[config.mk]
export PLATFORM = sky130hd
export DESIGN_NAME = mfwp_ctrl
export DESIGN_NICKNAME = d
export VERILOG_FILES = /design/src/rtl/core/mfwp_pkg.sv /design/src/rtl/core/mfwp_ctrl.sv
export SDC_FILE = /design/constraint.sdc
export NUM_CORES = 1
export LEC_CHECK = 0
export BUFFER_PORTS_ARGS = -buffer_cell sky130_fd_sc_hd__buf_4
export CAP_MARGIN = 5
export CORE_MARGIN = 2
export CORE_UTILIZATION = 35
export CTS_CLUSTER_SIZE = 8
export DETAILED_ROUTE_END_ITERATION = 6
export HOLD_SLACK_MARGIN = 0.03
export RECOVER_POWER = 25
export SETUP_SLACK_MARGIN = 0.02
export SLEW_MARGIN = 20
export SYNTH_ARGS = -nofsm -noshare
export SYNTH_HDL_FRONTEND = slang
export SYNTH_SLANG_ARGS = --single-unit
[constraint.sdc]
create_clock -name aclk -period 4 [get_ports aclk]
set_clock_uncertainty 0.1 [all_clocks]
set_input_delay 0.6 -clock aclk [delete_from_list [all_inputs] [get_ports aclk]]
set_output_delay 0.6 -clock aclk [all_outputs]
set_load 0.03 [all_outputs]
[src/rtl/core/mfwp_pkg.sv]
package mfwp_pkg;

    localparam int FLOW_W = 22;
    localparam logic [6:0] NODE_COUNT_RST = 7'd64;
    localparam logic REG_NODE_COUNT = 1'b0;
    localparam logic OPC_LOAD = 1'b0;
    localparam logic OPC_RUN = 1'b1;

    typedef enum logic [13:0] {
        S_CLEAR  = 14'b00000000000001,
        S_IDLE   = 14'b00000000000010,
        S_RANGE  = 14'b00000000000100,
        S_INIT   = 14'b00000000001000,
        S_SCAN   = 14'b00000000010000,
        S_MARK   = 14'b00000000100000,
        S_RELAX  = 14'b00000001000000,
        S_CHK_RD = 14'b00000010000000,
        S_CHK_EV = 14'b00000100000000,
        S_AUG_P  = 14'b00001000000000,
        S_AUG_PW = 14'b00010000000000,
        S_AUG_FW = 14'b00100000000000,
        S_AUG_RV = 14'b01000000000000,
        S_DONE   = 14'b10000000000000
    } ctrl_state_t;

    typedef enum logic [3:0] {
        OP_NONE,
        OP_CLEAR,
        OP_LOAD,
        OP_START,
        OP_INIT,
        OP_SCAN,
        OP_MARK,
        OP_RELAX,
        OP_CHK_RD,
        OP_CHK_EV,
        OP_AUG_P,
        OP_AUG_PW,
        OP_AUG_FW,
        OP_AUG_RV,
        OP_EMIT
    } dp_op_t;

    typedef struct packed {
        dp_op_t op;
    } dp_cmd_t;

    typedef struct packed {
        logic clr_done;
        logic iss_done;
        logic pipe_idle;
        logic found;
        logic range_ok;
        logic path_ok;
        logic aug_end;
        logic chain_ok;
        logic out_free;
    } dp_status_t;

endpackage

[src/rtl/core/mfwp_ctrl.sv]
module mfwp_ctrl import mfwp_pkg::*; (
    input  logic       aclk,
    input  logic       aresetn,
    input  logic       s_valid,
    input  logic       s_op,
    output logic       s_ready,
    input  dp_status_t st,
    output dp_cmd_t    cmd
);

    ctrl_state_t state_reg;
    ctrl_state_t state_next;

    always_ff @(posedge aclk) begin
        if (!aresetn) begin
            state_reg <= S_CLEAR;
        end else begin
            state_reg <= state_next;
        end
    end

    always_comb begin
        state_next = state_reg;
        cmd.op = OP_NONE;
        s_ready = 1'b0;
        unique case (state_reg)
            S_CLEAR: begin
                cmd.op = OP_CLEAR;
                if (st.clr_done) state_next = S_IDLE;
            end
            S_IDLE: begin
                s_ready = 1'b1;
                if (s_valid) begin
                    if (s_op == OPC_RUN) begin
                        cmd.op = OP_START;
                        state_next = S_RANGE;
                    end else begin
                        cmd.op = OP_LOAD;
                    end
                end
            end
            S_RANGE: begin
                state_next = st.range_ok ? S_INIT : S_DONE;
            end
            S_INIT: begin
                cmd.op = OP_INIT;
                if (st.iss_done) state_next = S_SCAN;
            end
            S_SCAN: begin
                cmd.op = OP_SCAN;
                if (st.pipe_idle) state_next = st.found ? S_MARK : S_CHK_RD;
            end
            S_MARK: begin
                cmd.op = OP_MARK;
                state_next = S_RELAX;
            end
            S_RELAX: begin
                cmd.op = OP_RELAX;
                if (st.pipe_idle) state_next = S_SCAN;
            end
            S_CHK_RD: begin
                cmd.op = OP_CHK_RD;
                state_next = S_CHK_EV;
            end
            S_CHK_EV: begin
                cmd.op = OP_CHK_EV;
                state_next = st.path_ok ? S_AUG_P : S_DONE;
            end
            S_AUG_P: begin
                cmd.op = OP_AUG_P;
                state_next = st.aug_end ? S_INIT : S_AUG_PW;
            end
            S_AUG_PW: begin
                cmd.op = OP_AUG_PW;
                state_next = st.chain_ok ? S_AUG_FW : S_INIT;
            end
            S_AUG_FW: begin
                cmd.op = OP_AUG_FW;
                state_next = S_AUG_RV;
            end
            S_AUG_RV: begin
                cmd.op = OP_AUG_RV;
                state_next = S_AUG_P;
            end
            S_DONE: begin
                cmd.op = OP_EMIT;
                if (st.out_free) state_next = S_IDLE;
            end
            default: begin
                state_next = S_CLEAR;
            end
        endcase
    end

endmodule

==> results.yml <==
finish:
  largest_register_ffs: 14
  final_util_pct: 40.6
  final_cell_mix: "17 x buf_4, 14 x dfxtp_1, 12 x nand2_1, 12 x nor2_1, 10 x nor3_1"
  antennaDiodeCount: 0
  final_common_cell: "buf_4"
  final_area_mm2: 0.00123
  fillerInstances: 299
  syn_to_final_growth_pct: 10.7
  layout-drive-gt1-share_pct: 22.6
  fin_cells: 190
  layout.nets: 160
synth:
  postSynthCellCount: 134
  syn_area_mm2: 0.00111
  synth-seq-area-share_pct: 25.3
  synth-main-ff-cell: "dfxtp_1"
  ys_warn_count: 0
  ys_types: 48
  synth-seq-cells: 14
  synth_nets: 147
  async_reset_ff_share_pct: 0
  syn_area_per_cell_um2: 8.28
  synth_edf_count: 0
floorplanning:
  core-area_mm2: 0.00303
  rows: 20
  die_x_um: 60.3
  dieArea_mm2: 0.00364
  start_util_pct: 36.7
  io_pins: 18
  die_h_um: 60.3
cts:
  cts_resized: 0
  cts_root_buf: "clkbuf_4"
  clockBufferDepth: 2
  cts_setup_buffers: 0
  cts.clk_slew.worst_paths_ns: 0.10
  holdBufCountCts: 0
  ctsHtreeMaxLevel: 1
  numCtsBuffers: 3
  tritoncts: "yes"
  clk_latency_ns: 0.29
  clkSinkCount: 14
power:
  sw_frac_of_total_pct: 41.1
  total_power_uw: 473
  power.switching_uw: 195
  seqPwrFrac_pct: 37.2
  vdd_drop_max_uv: 157
  power_density_mw_per_mm2: 385
  p_comb_share_pct: 40.1
  leakage_nw: 0.482
  internal_power_uw: 278
  p_clk_share_pct: 22.7
worst_setup_path:
  crit_required_ns: 3.30
  crit_slowest_cell: "nor4_4"
  crit_top_cell: "nor4_4"
  critPathMaxFanout: 11
  start_kind: "flip-flop"
  path_buf_inv: 1
  arrival_ns: 2.23
  cp_cell_sequence: "nor4_4 > nand2_1 > nor4_4 > nand3_1 > o221ai_1 > buf_4"
  crit_path_end_kind: "primary output"
  slowest_delay_ns: 0.51
  crit_family: "simple AND/OR/NAND/NOR gates"
  critical_path_class: "reg -> out"
sta:
  hold_violations: 0
  finalMaxSlewViolations: 0
  maxSlewHeadroom_pct: 37.3
  grt_setup_unrepaired: "false"
  setup_viol: 0
  min_period_over_period_pct: 73.2
  finalSetupTns_ns: 0
  fin_crit_ns: 2.93
  worstMarginPinSlew_ns: 0.932
  holdWs_ns: 0.378
  max_freq_mhz: 341
  setup_ws_ns: 1.07
place:
  place_ws_ns: 1.39
  dp.cells: 186
  post-dp-hpwl_mm: 1.97
  routabilityCongestion: 0.854
  placed_area_mm2: 0.00121
  port_buffers: 17
job:
  drv_cap: 0
routing:
  wl_met1_mm: 1.26
  drc_errors: 0
  highest_layer: "met4"
  drt_wl_total_mm: 2.60
  routed_via_density: 5.51
  drtAntennaViolNets: 0
  met3WireLength_um: 77
  first_pass_iters: 4
  drt_iter0_markers: 25
  met2_length_mm: 1.20
  vias: 1046
  post_drt_wl_per_cell_um: 13.7
worst_hold_path:
  hp-class: "in -> reg"
grt:
  grtUsageTotal_pct: 16.2
  grt_pass1_vias: 965
  grt_pass1_wl_mm: 4.31
  grt_overflow_total: 0
  grt_max_degree: 12
  antenna_found_initial: 0
run_status:
  status: "finished, final reports clean"
-- logic make-up after synthesis --
logic type / Yosys count / synth area share [%]
simple gates: 74 / 41.8
compound gates: 22 / 16.2
buf+inv: 15 / 9.47
flops: 14 / 25.3
xor+xnor: 8 / 6.31
mux: 1 / 0.902
-- synthesized netlist by cell type (3+ instances only) --
library cell	instances	area, µm²
nor4_2	3	37.5
a21oi_1	4	20.0
nor2_1	12	45.0
nor2b_1	3	18.8
nand2_1	12	45.0
buf_6	4	45.0
xor2_1	4	35.0
nand4_1	3	18.8
nor4b_1	3	26.3
inv_1	6	22.5
nor3b_1	3	22.5
nand3_1	7	35.0
xnor2_1	4	35.0
nor3_1	10	50.1
buf_2	3	15.0
dfxtp_1	14	280
nand2b_1	4	25.0
-- path summary, 6_finish.rpt --
| kind | slack [ns] | to | startpoint | depth (start not counted) |
|---|---|---|---|---|
| max | 1.07 | cmd[0] | state_reg[4] | 6 |
| min reg2reg | 0.42 | state_reg[12] | state_reg[11] | 2 |
| max reg2reg | 1.72 | state_reg[9] | state_reg[6] | 5 |
| min | 0.38 | state_reg[10] | st[2] | 2 |
-- power groups by stage --
| stage | Combinational [mW] | Clock [mW] | Sequential [mW] |
|---|---|---|---|
| 5_1_grt | 0.207 | 0.118 | 0.179 |
| 3_3_place_gp | 0.199 | 0 | 0.179 |
| 4_1_cts | 0.200 | 0.109 | 0.175 |
| 2_1_floorplan | 0.183 | 0 | 0.156 |
| 3_5_place_dp | 0.199 | 0 | 0.178 |
| 6_report | 0.190 | 0.107 | 0.176 |
-- final cells by class --
cell class | instances | area [µm²] | area share (%)
multi-input cells | 105 | 707 | 57.5
clock buffers | 4 | 36.3 | 2.95
well taps | 44 | 55.1 | 4.48
inverters | 6 | 22.5 | 1.83
repair buffers | 17 | 128 | 10.4
flip-flops and latches | 14 | 280 | 22.8
-- metal layers --
layer  vias to the layer above  global-route usage (%)
li1                        515                       -
met1                       500                    21.2
met2                        22                    25.3
met3                         9                    3.03
met4                         0                    8.25
met5                         -                       0
Power figures use the tool's default switching activity.
